File: src/sv/pclb_pkg.sv
`timescale 1ns / 1ps
`default_nettype none
package pclb_pkg;

  localparam int MAX_AXIS_CELLS = 16;
  localparam int AXIS_W = 4;
  localparam int N_W = 5;
  localparam int CELL_W = 12;
  localparam int NUM_CELLS = 4096;
  localparam int ACTIVE_W = 13;
  localparam int LEN_W = 31;
  localparam int DIV_W = 36;
  localparam int DIV_CNT_W = 6;
  localparam int OUT_IDS = 8;

  localparam logic [N_W-1:0] WIDE_AXIS = 5'd4;

  localparam logic [2:0] REG_LEN_X   = 3'd0;
  localparam logic [2:0] REG_LEN_Y   = 3'd1;
  localparam logic [2:0] REG_LEN_Z   = 3'd2;
  localparam logic [2:0] REG_CELLS_X = 3'd3;
  localparam logic [2:0] REG_CELLS_Y = 3'd4;
  localparam logic [2:0] REG_CELLS_Z = 3'd5;

  localparam logic [1:0] OP_INSERT  = 2'd0;
  localparam logic [1:0] OP_QUERY   = 2'd1;
  localparam logic [1:0] OP_CLR_ALL = 2'd2;
  localparam logic [1:0] OP_CLR_ONE = 2'd3;

  localparam logic [1:0] ST_OK   = 2'd0;
  localparam logic [1:0] ST_FULL = 2'd1;
  localparam logic [1:0] ST_WIDE = 2'd2;

  localparam logic [1:0] LAST_AXIS = 2'd2;

  typedef struct packed {
    logic [1:0]         op;
    logic signed [31:0] pos_x;
    logic signed [31:0] pos_y;
    logic signed [31:0] pos_z;
    logic [15:0]        point_id;
    logic [30:0]        search_radius;
    logic [11:0]        cell_to_clear;
  } cmd_t;

  typedef struct packed {
    logic [1:0]  status;
    logic [11:0] cell_index;
    logic [3:0]  id_count;
    logic [15:0] id_0;
    logic [15:0] id_1;
    logic [15:0] id_2;
    logic [15:0] id_3;
    logic [15:0] id_4;
    logic [15:0] id_5;
    logic [15:0] id_6;
    logic [15:0] id_7;
    logic        last;
  } res_t;

  // Effective geometry, shared by the front and the back.
  typedef struct packed {
    logic [LEN_W-1:0]    len_x;
    logic [LEN_W-1:0]    len_y;
    logic [LEN_W-1:0]    len_z;
    logic [N_W-1:0]      n_x;
    logic [N_W-1:0]      n_y;
    logic [N_W-1:0]      n_z;
    logic [ACTIVE_W-1:0] active;
  } geom_t;

  // One classified command, as it travels through the queue.
  typedef struct packed {
    logic [1:0]        op;
    logic              wide;
    logic [CELL_W-1:0] home;
    logic [15:0]       id;
    logic [CELL_W-1:0] clr_cell;
    logic [AXIS_W-1:0] start_x;
    logic [AXIS_W-1:0] start_y;
    logic [AXIS_W-1:0] start_z;
    logic [N_W-1:0]    span_x;
    logic [N_W-1:0]    span_y;
    logic [N_W-1:0]    span_z;
  } job_t;

  typedef enum logic [2:0] {
    FE_IDLE, FE_MOD_GO, FE_MOD_W, FE_BIN_GO, FE_BIN_W, FE_RAD_GO, FE_RAD_W, FE_PUSH
  } fe_state_t;

  typedef enum logic [3:0] {
    BE_INIT, BE_IDLE, BE_INS_RD, BE_INS_WR, BE_Q_RD, BE_Q_EMIT, BE_WIDE,
    BE_CLR_ALL, BE_CLR_ONE
  } be_state_t;

  function automatic logic [CELL_W-1:0] cell_flat(
    input logic [AXIS_W-1:0] x,
    input logic [AXIS_W-1:0] y,
    input logic [AXIS_W-1:0] z,
    input logic [N_W-1:0]    ny,
    input logic [N_W-1:0]    nz
  );
    logic [8:0] xy;
    xy = 9'(9'(x) * 9'(ny)) + 9'(y);
    return 12'(12'(xy) * 12'(nz)) + 12'(z);
  endfunction

endpackage
`default_nettype wire

File: src/sv/pclb_queue.sv
`timescale 1ns / 1ps
`default_nettype none
module pclb_queue
  import pclb_pkg::*;
(
  input  wire logic clk,
  input  wire logic rst,
  input  wire logic push,
  input  wire job_t wr_job,
  input  wire logic pop,
  output job_t      head,
  output logic      full,
  output logic      empty
);

  job_t       slots [2];
  logic       wr_ptr, rd_ptr;
  logic [1:0] count;

  assign head  = slots[rd_ptr];
  assign full  = count == 2'd2;
  assign empty = count == 2'd0;

  always_ff @(posedge clk) begin
    if (rst) begin
      wr_ptr <= 1'b0;
      rd_ptr <= 1'b0;
      count  <= '0;
    end else begin
      if (push) wr_ptr <= !wr_ptr;
      if (pop) rd_ptr <= !rd_ptr;
      count <= count + 2'(push) - 2'(pop);
    end
  end

  always_ff @(posedge clk) begin
    if (push) slots[wr_ptr] <= wr_job;
  end

endmodule
`default_nettype wire

File: config.mk
export PLATFORM = sky130hd
export DESIGN_NAME = pclb_queue
export DESIGN_NICKNAME = d
export VERILOG_FILES = /design/src/sv/pclb_pkg.sv /design/src/sv/pclb_queue.sv
export SDC_FILE = /design/constraint.sdc
export NUM_CORES = 1
export LEC_CHECK = 0
export ABC_AREA = 1
export BUFFER_PORTS_ARGS = -buffer_cell sky130_fd_sc_hd__clkbuf_2
export CAP_MARGIN = 20
export CORE_AREA = 5 5 107 109
export CTS_CLUSTER_DIAMETER = 120
export CTS_CLUSTER_SIZE = 10
export DETAILED_ROUTE_END_ITERATION = 6
export DIE_AREA = 0 0 112 114
export GPL_ROUTABILITY_DRIVEN = 1
export PLACE_DENSITY = 0.86
export RECOVER_POWER = 25
export REMOVE_ABC_BUFFERS = 1
export SETUP_SLACK_MARGIN = 0.3
export SYNTH_ARGS = -nofsm -noshare
export SYNTH_HDL_FRONTEND = slang
export SYNTH_SLANG_ARGS = --single-unit
File: constraint.sdc
create_clock -name clk -period 6.98 [get_ports clk]
set_input_delay 0.349 -clock clk [delete_from_list [all_inputs] [get_ports clk]]
set_output_delay 0.349 -clock clk [all_outputs]
set_load 0.01 [all_outputs]
==> reports/qor.txt <==
Vias in the first global route: 2882
Max FO, Critical Path: 41
Largest net degree at the start of global routing: 49
Critical path required time: 6630 ps
Minimum clock period: 2808 ps
Max-slew headroom: 0.4921
Post-route insts no fill: 559
Area delta synth->final: 22.16%
Yosys warns: 0
Outcome: completed
Critical Path, Cell by Cell: buf_4 -> mux2_4 -> clkbuf_2
Lkg Pwr: 0.002744 µW
Slowest-stage cell, CP: dfxtp_4
Area leader, netlist: edfxtp_1
Worst slack, placed: 4668 ps
Synth top area share: 0.7467
Htree depth: 4
Crit start category: flop
Final Hold Fails: 0
Buf+Inv Stages, Crit Path: 2
Post-cts hold buffer count: 0
Worst Path Arrival: 2460 ps
IO Port Bufs: 145
Final Max Slew Viols: 0
Largest stage delay on the critical path: 690 ps
Die width: 112 µm
Hold WC Path Type: in -> reg
Skew-Pair Late Insertion Delay: 500 ps
Placer Congestion: 0.7160
Die height: 114 µm
Vias post-DR: 2705
Family with the most delay on the worst path: buffers and inverters
Clock root buffer: clkbuf_8
Maxcap violations: 0
Crit Path Class: reg -> out
Tcrit/Tclk final: 0.4023
Via density: 4.839
Actual slew at the worst max-slew pin: 761.8 ps
Starting Density: 0.5358
ANT nets after route: 0
Setup TNS: 0 ps
Share of layout cells above drive strength 1: 0.5155
Worst clock skew: 4.492 ps
GRT Overall Usage: 0.1558
Cell Rows: 38
Final #Nets: 484
N_diodes: 0
DRT iter0 DRCs: 130
CTS max path bufs: 2
CTS tree: yes
Synth top area cells: edfxtp_1 (75%), mux2_4 (19%), buf_12 (2.5%), dfxtp_1 (1.8%), inv_1 (0.53%)
Post-CTS Setup Bufs: 0
Power density cells: 292.1 nW/µm²
Max VDD drop: 0.1591 mV
Die Footprint: 12770 µm²
Yosys reg bits: 145
Pre-antenna DRT Iters: 4
Detail Placement HPWL: 6.661 mm
Final setup margin: 4172 ps
Clk pin slew, worst setup/hold paths: 60 ps
Mapped cell area: 5630 µm²
Top-level port count: 146
Crit. End Element: output port
# DRC: 0
RSZ-0062 raised after global routing: false
First-pass GRT wire length: 15.08 mm
Post-synthesis cell count: 249
Num CTS Buffers: 17
Final Util: 0.6546
Placed insts: 529
Initial antenna violation count: 0
Mean Syn Cell Area: 22.61 µm²
CTS resizes: 0
Synth unique cells: 13
Total global routing overflow: 0
Drt total wl: 9.493 mm
Wire per inst: 16.98 µm
Fmax: 356.1 MHz
# setup viols final: 0
Core region area: 10510 µm²
TritonCTS Sinks: 145
Share of the yosys chip area belonging to registers: 0.7644
==> kinds of logic after synthesis <==
kind of cell,Yosys count,synth area share
AOI/OAI and AO/OA,1,0.0008880
xor gates and xnor gates,1,0.001556
adders and majority gates,2,0.004444
buffers and inverters,16,0.03222
DFF,145,0.7644
muxes,70,0.1867
and+or+nand+nor,14,0.009776
==> cell usage in the layout (no fill, tap or decap) <==
cell,Yosys,final
clkinv_2,0,5
nor3_1,1,1
clkbuf_8,0,1
clkbuf_2,0,117
dfxtp_4,0,1
a21oi_1,1,1
clkinvlp_4,0,1
nand3_1,1,1
nand2_1,4,4
clkbuf_1,0,32
dfxtp_1,5,4
clkinv_1,0,3
edfxtp_1,140,140
mux2_4,70,70
inv_1,8,7
ha_1,2,2
nor2_4,0,1
xnor2_1,1,1
buf_4,0,3
bufinv_16,0,1
clkbuf_16,0,16
nor2_1,8,7
==> cells in the mapped netlist <==
library cell,instances
a21oi_1,1
nand2_1,4
inv_1,8
edfxtp_1,140
buf_6,1
mux2_4,70
nor3_1,1
xnor2_1,1
ha_1,2
nor2_1,8
buf_12,7
nand3_1,1
dfxtp_1,5
==> path summary, 6_finish.rpt <==
kind	from	endpoint	slack, ps	cells past startpoint
max	flop	head[3]	4170	3
min	wr_job[23]	slots[0][23]$_DFFE_PP_	40	1
max reg2reg	wr_ptr$_SDFFE_PP0P_	slots[0][0]$_DFFE_PP_	5030	2
min reg2reg	rd_ptr$_SDFFE_PP0P_	rd_ptr$_SDFFE_PP0P_	550	2
==> per-stage QoR <==
stage	cell area [µm²]	hold slack [ps]	power (µW)
global route	6878	3.823	2099
global placement	6415	497.6	1264
detailed placement	6415	532.3	1275
floorplan	5479	420.2	1194
CTS	6913	9.008	2037
finish	6878	39.91	2009
==> cell type report <==
class	instances	area (µm²)
flip-flops and latches	145	4308
clock inverters	9	68.82
well taps	140	175.2
clock buffers	21	429.2
repair buffers	148	713.2
multi-input cells	88	1152
inverters	8	31.28
fillers	743	3630
==> routing by layer <==
| metal | wire [µm] | GRT usage | vias up |
|---|---|---|---|
| met4 | 113 | 0.05449 | 0 |
| met2 | 4877 | 0.2562 | 101 |
| met1 | 3781 | 0.1913 | 1309 |
| li1 | - | - | 1286 |
| met3 | 720 | 0.05836 | 9 |
| met5 | 0 | 0 | - |
==> state kept, by name (all words and copies together), names as in the netlist, named ones only <==
name,cells
slots,140
count,2
rd_ptr,1
wr_ptr,1
==> power breakdown <==
part	switching, µW	internal (µW)
Clock	298	461
Combinational	105	115
Sequential	22.1	1010
Total	425	1580
Note: power is estimated with default switching activity, not from simulation.
