### src/sv/pclb_pkg.sv
`timescale 1ns / 1ps
`default_nettype none
package pclb_pkg;

  localparam int MAX_AXIS_CELLS = 16;
  localparam int AXIS_W = 4;
  localparam int N_W = 5;
  localparam int CELL_W = 12;
  localparam int NUM_CELLS = 4096;
  localparam int ACTIVE_W = 13;
  localparam int LEN_W = 31;
  localparam int DIV_W = 36;
  localparam int DIV_CNT_W = 6;
  localparam int OUT_IDS = 8;

  localparam logic [N_W-1:0] WIDE_AXIS = 5'd4;

  localparam logic [2:0] REG_LEN_X   = 3'd0;
  localparam logic [2:0] REG_LEN_Y   = 3'd1;
  localparam logic [2:0] REG_LEN_Z   = 3'd2;
  localparam logic [2:0] REG_CELLS_X = 3'd3;
  localparam logic [2:0] REG_CELLS_Y = 3'd4;
  localparam logic [2:0] REG_CELLS_Z = 3'd5;

  localparam logic [1:0] OP_INSERT  = 2'd0;
  localparam logic [1:0] OP_QUERY   = 2'd1;
  localparam logic [1:0] OP_CLR_ALL = 2'd2;
  localparam logic [1:0] OP_CLR_ONE = 2'd3;

  localparam logic [1:0] ST_OK   = 2'd0;
  localparam logic [1:0] ST_FULL = 2'd1;
  localparam logic [1:0] ST_WIDE = 2'd2;

  localparam logic [1:0] LAST_AXIS = 2'd2;

  typedef struct packed {
    logic [1:0]         op;
    logic signed [31:0] pos_x;
    logic signed [31:0] pos_y;
    logic signed [31:0] pos_z;
    logic [15:0]        point_id;
    logic [30:0]        search_radius;
    logic [11:0]        cell_to_clear;
  } cmd_t;

  typedef struct packed {
    logic [1:0]  status;
    logic [11:0] cell_index;
    logic [3:0]  id_count;
    logic [15:0] id_0;
    logic [15:0] id_1;
    logic [15:0] id_2;
    logic [15:0] id_3;
    logic [15:0] id_4;
    logic [15:0] id_5;
    logic [15:0] id_6;
    logic [15:0] id_7;
    logic        last;
  } res_t;

  // Effective geometry, shared by the front and the back.
  typedef struct packed {
    logic [LEN_W-1:0]    len_x;
    logic [LEN_W-1:0]    len_y;
    logic [LEN_W-1:0]    len_z;
    logic [N_W-1:0]      n_x;
    logic [N_W-1:0]      n_y;
    logic [N_W-1:0]      n_z;
    logic [ACTIVE_W-1:0] active;
  } geom_t;

  // One classified command, as it travels through the queue.
  typedef struct packed {
    logic [1:0]        op;
    logic              wide;
    logic [CELL_W-1:0] home;
    logic [15:0]       id;
    logic [CELL_W-1:0] clr_cell;
    logic [AXIS_W-1:0] start_x;
    logic [AXIS_W-1:0] start_y;
    logic [AXIS_W-1:0] start_z;
    logic [N_W-1:0]    span_x;
    logic [N_W-1:0]    span_y;
    logic [N_W-1:0]    span_z;
  } job_t;

  typedef enum logic [2:0] {
    FE_IDLE, FE_MOD_GO, FE_MOD_W, FE_BIN_GO, FE_BIN_W, FE_RAD_GO, FE_RAD_W, FE_PUSH
  } fe_state_t;

  typedef enum logic [3:0] {
    BE_INIT, BE_IDLE, BE_INS_RD, BE_INS_WR, BE_Q_RD, BE_Q_EMIT, BE_WIDE,
    BE_CLR_ALL, BE_CLR_ONE
  } be_state_t;

  function automatic logic [CELL_W-1:0] cell_flat(
    input logic [AXIS_W-1:0] x,
    input logic [AXIS_W-1:0] y,
    input logic [AXIS_W-1:0] z,
    input logic [N_W-1:0]    ny,
    input logic [N_W-1:0]    nz
  );
    logic [8:0] xy;
    xy = 9'(9'(x) * 9'(ny)) + 9'(y);
    return 12'(12'(xy) * 12'(nz)) + 12'(z);
  endfunction

endpackage
`default_nettype wire

### src/sv/pclb_div.sv
`timescale 1ns / 1ps
`default_nettype none
module pclb_div
  import pclb_pkg::*;
(
  input  wire logic             clk,
  input  wire logic             rst,
  input  wire logic             go,
  input  wire logic [DIV_W-1:0] dividend,
  input  wire logic [LEN_W-1:0] divisor,
  output logic                  done,
  output logic [DIV_W-1:0]      quot,
  output logic [LEN_W-1:0]      rem
);

  // Restoring division, one quotient bit per cycle.
  logic [DIV_CNT_W-1:0] cnt;
  logic                 running;
  logic [LEN_W:0]       trial;
  logic                 ge;

  assign trial = {rem, quot[DIV_W-1]};
  assign ge    = trial >= {1'b0, divisor};

  always_ff @(posedge clk) begin
    if (rst) begin
      running <= 1'b0;
      done    <= 1'b0;
      cnt     <= '0;
    end else begin
      done <= running && (cnt == DIV_CNT_W'(1));
      if (go) begin
        running <= 1'b1;
        cnt     <= DIV_CNT_W'(DIV_W);
      end else if (running) begin
        cnt <= cnt - DIV_CNT_W'(1);
        if (cnt == DIV_CNT_W'(1)) begin
          running <= 1'b0;
        end
      end
    end
  end

  always_ff @(posedge clk) begin
    if (go) begin
      quot <= dividend;
      rem  <= '0;
    end else if (running) begin
      quot <= {quot[DIV_W-2:0], ge};
      rem  <= ge ? LEN_W'(trial - {1'b0, divisor}) : trial[LEN_W-1:0];
    end
  end

endmodule
`default_nettype wire

### src/sv/pclb_front.sv
`timescale 1ns / 1ps
`default_nettype none
module pclb_front
  import pclb_pkg::*;
(
  input  wire logic  clk,
  input  wire logic  rst,
  input  wire logic  take,
  input  wire cmd_t  cmd,
  input  wire geom_t geom,
  input  wire logic  q_full,
  output logic       busy,
  output logic       push,
  output job_t       job
);

  fe_state_t state, state_next;
  cmd_t      item;
  logic [1:0] axis;
  logic [LEN_W-1:0] r;
  logic [2:0][AXIS_W-1:0] b;
  logic [2:0][AXIS_W-1:0] start_a;
  logic [2:0][N_W-1:0]    span_a;
  logic wide;

  logic             div_go, div_done;
  logic [DIV_W-1:0] dividend, quot;
  logic [LEN_W-1:0] rem;
  logic signed [31:0] pos;
  logic [31:0]        mag;
  logic [LEN_W-1:0]   len;
  logic [N_W-1:0]     n;
  logic is_query;

  logic [4:0] qs;
  logic [5:0] d;
  logic [5:0] bd;
  logic       covers;

  pclb_div u_div (
    .clk(clk), .rst(rst), .go(div_go), .dividend(dividend), .divisor(len),
    .done(div_done), .quot(quot), .rem(rem)
  );

  always_comb begin
    case (axis)
      2'd0: begin pos = item.pos_x; len = geom.len_x; n = geom.n_x; end
      2'd1: begin pos = item.pos_y; len = geom.len_y; n = geom.n_y; end
      default: begin pos = item.pos_z; len = geom.len_z; n = geom.n_z; end
    endcase
  end

  assign mag      = pos[31] ? 32'(-pos) : 32'(pos);
  assign is_query = item.op == OP_QUERY;

  // Reach d = 1 + floor(radius * n / len), saturated well above any axis size.
  assign qs     = (|quot[DIV_W-1:5]) ? 5'd31 : quot[4:0];
  assign d      = 6'(qs) + 6'd1;
  assign covers = {d, 1'b0} >= 7'(n);
  assign bd     = (6'(b[axis]) >= d) ? 6'(b[axis]) - d : 6'(b[axis]) + 6'(n) - d;

  always_comb begin
    state_next = state;
    case (state)
      FE_IDLE:   if (take) begin
        state_next = (cmd.op == OP_INSERT || cmd.op == OP_QUERY) ? FE_MOD_GO : FE_PUSH;
      end
      FE_MOD_GO: state_next = FE_MOD_W;
      FE_MOD_W:  if (div_done) state_next = FE_BIN_GO;
      FE_BIN_GO: state_next = FE_BIN_W;
      FE_BIN_W:  if (div_done) begin
        if (is_query) state_next = FE_RAD_GO;
        else state_next = (axis == LAST_AXIS) ? FE_PUSH : FE_MOD_GO;
      end
      FE_RAD_GO: state_next = FE_RAD_W;
      FE_RAD_W:  if (div_done) state_next = (axis == LAST_AXIS) ? FE_PUSH : FE_MOD_GO;
      FE_PUSH:   if (!q_full) state_next = FE_IDLE;
      default:   state_next = FE_IDLE;
    endcase
  end

  always_comb begin
    div_go   = 1'b0;
    dividend = DIV_W'(mag);
    push     = 1'b0;
    case (state)
      FE_MOD_GO: div_go = 1'b1;
      FE_BIN_GO: begin
        div_go   = 1'b1;
        dividend = DIV_W'(DIV_W'(r) * DIV_W'(n));
      end
      FE_RAD_GO: begin
        div_go   = 1'b1;
        dividend = DIV_W'(DIV_W'(item.search_radius) * DIV_W'(n));
      end
      FE_PUSH:   push = !q_full;
      default:   div_go = 1'b0;
    endcase
  end

  assign busy = state != FE_IDLE;

  always_comb begin
    job.op       = item.op;
    job.wide     = wide;
    job.home     = cell_flat(b[0], b[1], b[2], geom.n_y, geom.n_z);
    job.id       = item.point_id;
    job.clr_cell = item.cell_to_clear;
    job.start_x  = start_a[0];
    job.start_y  = start_a[1];
    job.start_z  = start_a[2];
    job.span_x   = span_a[0];
    job.span_y   = span_a[1];
    job.span_z   = span_a[2];
  end

  always_ff @(posedge clk) begin
    if (rst) begin
      state <= FE_IDLE;
    end else begin
      state <= state_next;
    end
  end

  always_ff @(posedge clk) begin
    if (state == FE_IDLE && take) begin
      item <= cmd;
      axis <= '0;
      wide <= 1'b0;
    end
    if (state == FE_MOD_W && div_done) begin
      r <= (pos[31] && rem != '0) ? len - rem : rem;
    end
    if (state == FE_BIN_W && div_done) begin
      b[axis] <= (quot >= DIV_W'(n)) ? AXIS_W'(n - N_W'(1)) : quot[AXIS_W-1:0];
      if (!is_query && axis != LAST_AXIS) axis <= axis + 2'd1;
    end
    if (state == FE_RAD_W && div_done) begin
      start_a[axis] <= covers ? '0 : AXIS_W'(bd);
      span_a[axis]  <= covers ? n : N_W'({d, 1'b0} + 7'd1);
      if (qs != '0 && n > WIDE_AXIS) wide <= 1'b1;
      if (axis != LAST_AXIS) axis <= axis + 2'd1;
    end
  end

endmodule
`default_nettype wire

### config.mk
export PLATFORM = sky130hd
export DESIGN_NAME = pclb_front
export DESIGN_NICKNAME = d
export VERILOG_FILES = /design/src/sv/pclb_pkg.sv /design/src/sv/pclb_div.sv /design/src/sv/pclb_front.sv
export SDC_FILE = /design/constraint.sdc
export NUM_CORES = 1
export LEC_CHECK = 0
export BUFFER_PORTS_ARGS = -buffer_cell sky130_fd_sc_hd__buf_4
export CORE_AREA = 2 2 290 234
export CTS_BUF_LIST = sky130_fd_sc_hd__clkbuf_8
export CTS_CLUSTER_SIZE = 40
export DETAILED_ROUTE_END_ITERATION = 10
export DIE_AREA = 0 0 292 236
export SETUP_SLACK_MARGIN = 0.3
export SLEW_MARGIN = 10
export SYNTH_ARGS = -nofsm -noshare
export SYNTH_HDL_FRONTEND = slang
export SYNTH_SLANG_ARGS = --single-unit
### constraint.sdc
create_clock -name clk -period 10.4 [get_ports clk]
set_clock_uncertainty 0.2 [all_clocks]
set_input_delay 2.08 -clock clk [delete_from_list [all_inputs] [get_ports clk]]
set_output_delay 2.08 -clock clk [all_outputs]
set_load 0.05 [all_outputs]
==> results.md <==
- Outcome: completed
- Vias in the first global route: around 24k
- Final Hold Violating Endpoints: 0
- P_sw: 0.00409 W
- CP top delay family: adder cells
- Storage element area: about 8800 sq um
- Setup TNS Final: 0 ns
- Mux cell area share after synthesis: 0.769%
- Setup WS post-layout: about 0.52 ns
- Antenna violations before repair: 3
- Critical hold path startpoint: wide
- Crit path largest cell delay: 0.56 ns
- Post-Synthesis Cell Area: 29400 sq um
- Avg Inst Size Synth: 9.28 sq um
- Number of synthesized flops with an enable pin: 263
- Syn-to-layout area delta: 15.5%
- Row Count: between 80 and 90
- Drt pass-1 iters: 6
- Fmax achieved: 101 MHz
- Non-filler cells, final: around 4.4k
- DRC viols: 0
- Routed len/inst: 19.2 um
- Seq pwr share: 23.1%
- CTS Buf Count: 57
- Register-to-Register Setup Slack: between 2 and 3 ns
- Count of hold buffers inserted by post-cts repair: 0
- Hold Crit Depth: 1
- RePlAce Congestion: about 0.90
- Vias per cell: between 5 and 6
- FFs w/ async S/R, synth: 0%
- # clock sinks: ~310
- FILL cells: around 6.2k
- Synth top area cells: edfxtp_1 (27%), fa_1 (14%), ha_1 (9.2%)
- PD cells: approximately 250 nW/um^2
- First-pass GRT wire length: 132 mm
- Io pins: around 350
- Comb pwr share: between 60% and 70%
- CP Capture Type: output port
- Post-Synth Adder-Cell Area: between 20% and 30%
- Area of the multi-input gates: 18600 sq um
- Slowest stage cell on the critical path: fa_1
- Worst hold slack: 0.273 ns
- Total grt overflow: 0
- Flops & latches, synth: 308
- RSZ-0062 raised after global routing: false
- Largest family of logic cells by synthesized area: adder cells
- CTS tree: done
- Mapped Cells: 3173
- Vias: 24.0k
- Clock buffer depth: 3
- Post-DP HPWL: 64.3 mm
- CP Max Fanout: 5
- Die ar.: 68900 sq um
- P_int: 0.00440 W
- Sw Share: roughly half
- Synth Area in Compound Gates: about 17%
- Peak supply drop: about 0.26 mV
- Area share of the largest cell type after synthesis: 26.8%
- Primary FF master, synth: edfxtp_1
- Post-route ant nets: 0
- # Max-Cap Violations: 0
- Most used cell, CP: fa_1
- Core area: roughly 66000 sq um
- Clock root buffer: clkbuf_8
- Lkg Pwr: 15.4 nW
- RR Startpoint: axis[0]
- Ys Warns: 0
- Die Width: 292 um
- Placed Instances: 4240
- Critical Path RT: a little over 8 ns
- HP Class: reg2reg
- Crit path launch type: input port
- WP buf/inv: 5
- Initial core utilization: between 40% and 50%
- Critical path class: in2out
- Minimum clock period: 9.88 ns
- Sink of the worst hold path: wide
- Rel. slew slack: between 20% and 30%
- R2R Path End: u_div.quot[28]
- Yosys top cell by area: edfxtp_1
- Simple-gate portion of the synthesized area: 16.0%
- Worst-margin pin slew: around 1.1 ns
- Reg2reg path depth: 22
- DR iter-0 viols: around 1.8k
- Part of the cycle the worst path needs: 95.0%
- Synth cell types: 88
- Clock slew at reported path FFs: 0.06 ns
- Final wirelength: 83.4 mm
- Share of layout cells above drive strength 1: approximately 15%
- Syn_nets: 3884
- Die Height: 236 um
- Nets: 4143
- All-layer global routing usage: 23.9%
- Sequential area share after synthesis: 29.9%
- CTS H-tree lvls: 2
- Clock power share: 15.4%
- Synth Area in XOR/XNOR: 4.82%
- Port Buffer Count: 340
- Cells along the critical path: buf_4 -> nand2_2 -> fa_1 -> fa_1 -> fa_1 -> inv_1 -> ha_4 -> a21o_1 -> a21oi_2 -> o21bai_1 -> a21oi_2 -> xnor2_2 -> and2_4 -> fa_1 -> fa_1 -> inv_1 -> fa_1 -> inv_1 -> ha_1 -> nand2_1 -> o21ai_2 -> xnor2_2 -> buf_6
- Clock Latency Late Sink: around 0.7 ns
- Final Max Tran Viols: 0
- CP arrival: about 7.6 ns
- Place WS: 0.0142 ns
- # setup viols final: 0
- Largest net degree at the start of global routing: 85
-- placed cells by master, fill, tap and decap left out, drive strengths merged, types with 15 or more instances in the layout --
cell type  synthesis  routed
nand4             27      27
nand3             36      36
and2             231     231
o21bai            24      24
a21oi            205     205
edfxtp           263     263
xnor2            104     104
buf               59     365
nor2b             73      73
clkbuf           106      57
mux2i             17      17
nand2b            22      22
and3              26      26
fa               213     213
a211oi            24      24
nor3              39      39
o22ai             21      21
a22o              68      68
o21ai            138     138
nor2             152     152
a31oi             40      40
nand2            270     270
dfxtp             45      45
nor4              21      21
inv              399     416
a21o             100     100
xor2              58      58
ha               216     216
a221oi            15      15
clkinv             0      23
-- cell type report --
cell class	count	area share [%]
Antenna cell	1	0.00736
Sequential cell	308	25.9
Timing Repair Buffer	365	8.15
Multi-Input combinational cell	2301	54.7
Clock buffer	57	2.31
Inverter	399	4.42
Clock inverter	49	1.35
Tap cell	870	3.20
-- through the flow --
step                      area [sq um]  utilization (%)  power (W)
after CTS                        33900             51.0    0.00842
after global routing             34000             51.2    0.00918
after detailed placement         32600             49.0    0.00703
final                            34000             51.2    0.00849
after global placement           32600             49.0    0.00694
after floorplan                  29500                -    0.00566
-- flip-flops by register name, summed over array words and instances, names as in the netlist, 2 cells and up --
| signal | count |
|---|---|
| u_div.cnt | 6 |
| u_div.quot | 36 |
| item | 127 |
| b | 12 |
| state | 3 |
| job | 57 |
| r | 31 |
| u_div.rem | 31 |
| axis | 2 |
-- how the worst max path moves through the flow --
stage / from / to / slack (ns) / depth (start not counted)
finish: geom[20] / job[66] / 0.52 / 23
floorplan: geom[18] / job[64] / 0.42 / 19
global placement: geom[18] / job[66] / 0.11 / 25
detailed placement: geom[18] / job[66] / 0.01 / 24
CTS: geom[18] / job[66] / 0.29 / 23
global route: geom[20] / job[65] / 0.30 / 24
-- Yosys cell counts (58+ instances only) --
library cell    n
a21o_1        100
a21oi_1       204
a22o_1         68
and2_1        230
clkbuf_1      105
edfxtp_1      263
fa_1          213
ha_1          216
inv_1         399
nand2_1       270
nor2_1        151
nor2b_1        73
o21ai_0       131
xnor2_1       104
xor2_1         58
-- cells by family (layout without fill, tap and decap cells) --
family	Yosys count	after routing
and+or+nand+nor	927	927
adders and majority gates	429	429
xor gates and xnor gates	162	162
AOI/OAI and AO/OA	761	761
muxes	22	22
DFF	308	308
buffers and inverters	564	870
other	0	1
-- power groups by stage --
stage	sequential, W	clock [W]	combinational, W
floorplan	0.00188	0	0.00378
global placement	0.00197	0	0.00497
detailed placement	0.00198	0	0.00505
CTS	0.00195	0.00134	0.00513
global route	0.00199	0.00139	0.00579
finish	0.00196	0.00131	0.00522
-- layer usage --
layer / track usage, % / share of wire (%) / routed length, um / up-vias
li1: - / - / - / 11422
met1: 33.4 / 45 / 37500 / 11726
met2: 38.0 / 46 / 38300 / 752
met3: 4.26 / 6.8 / 5660 / 121
met4: 6.92 / 2.4 / 1980 / 2
met5: 0 / 0.013 / 11 / -
-- what timing repair did --
action	4_1_cts	5_1_grt
endpoints found under the setup margin	3	4
pin swaps	1	23
gates resized for setup	15	18
setup buffers	0	3
(Power assumes the default switching activity.)
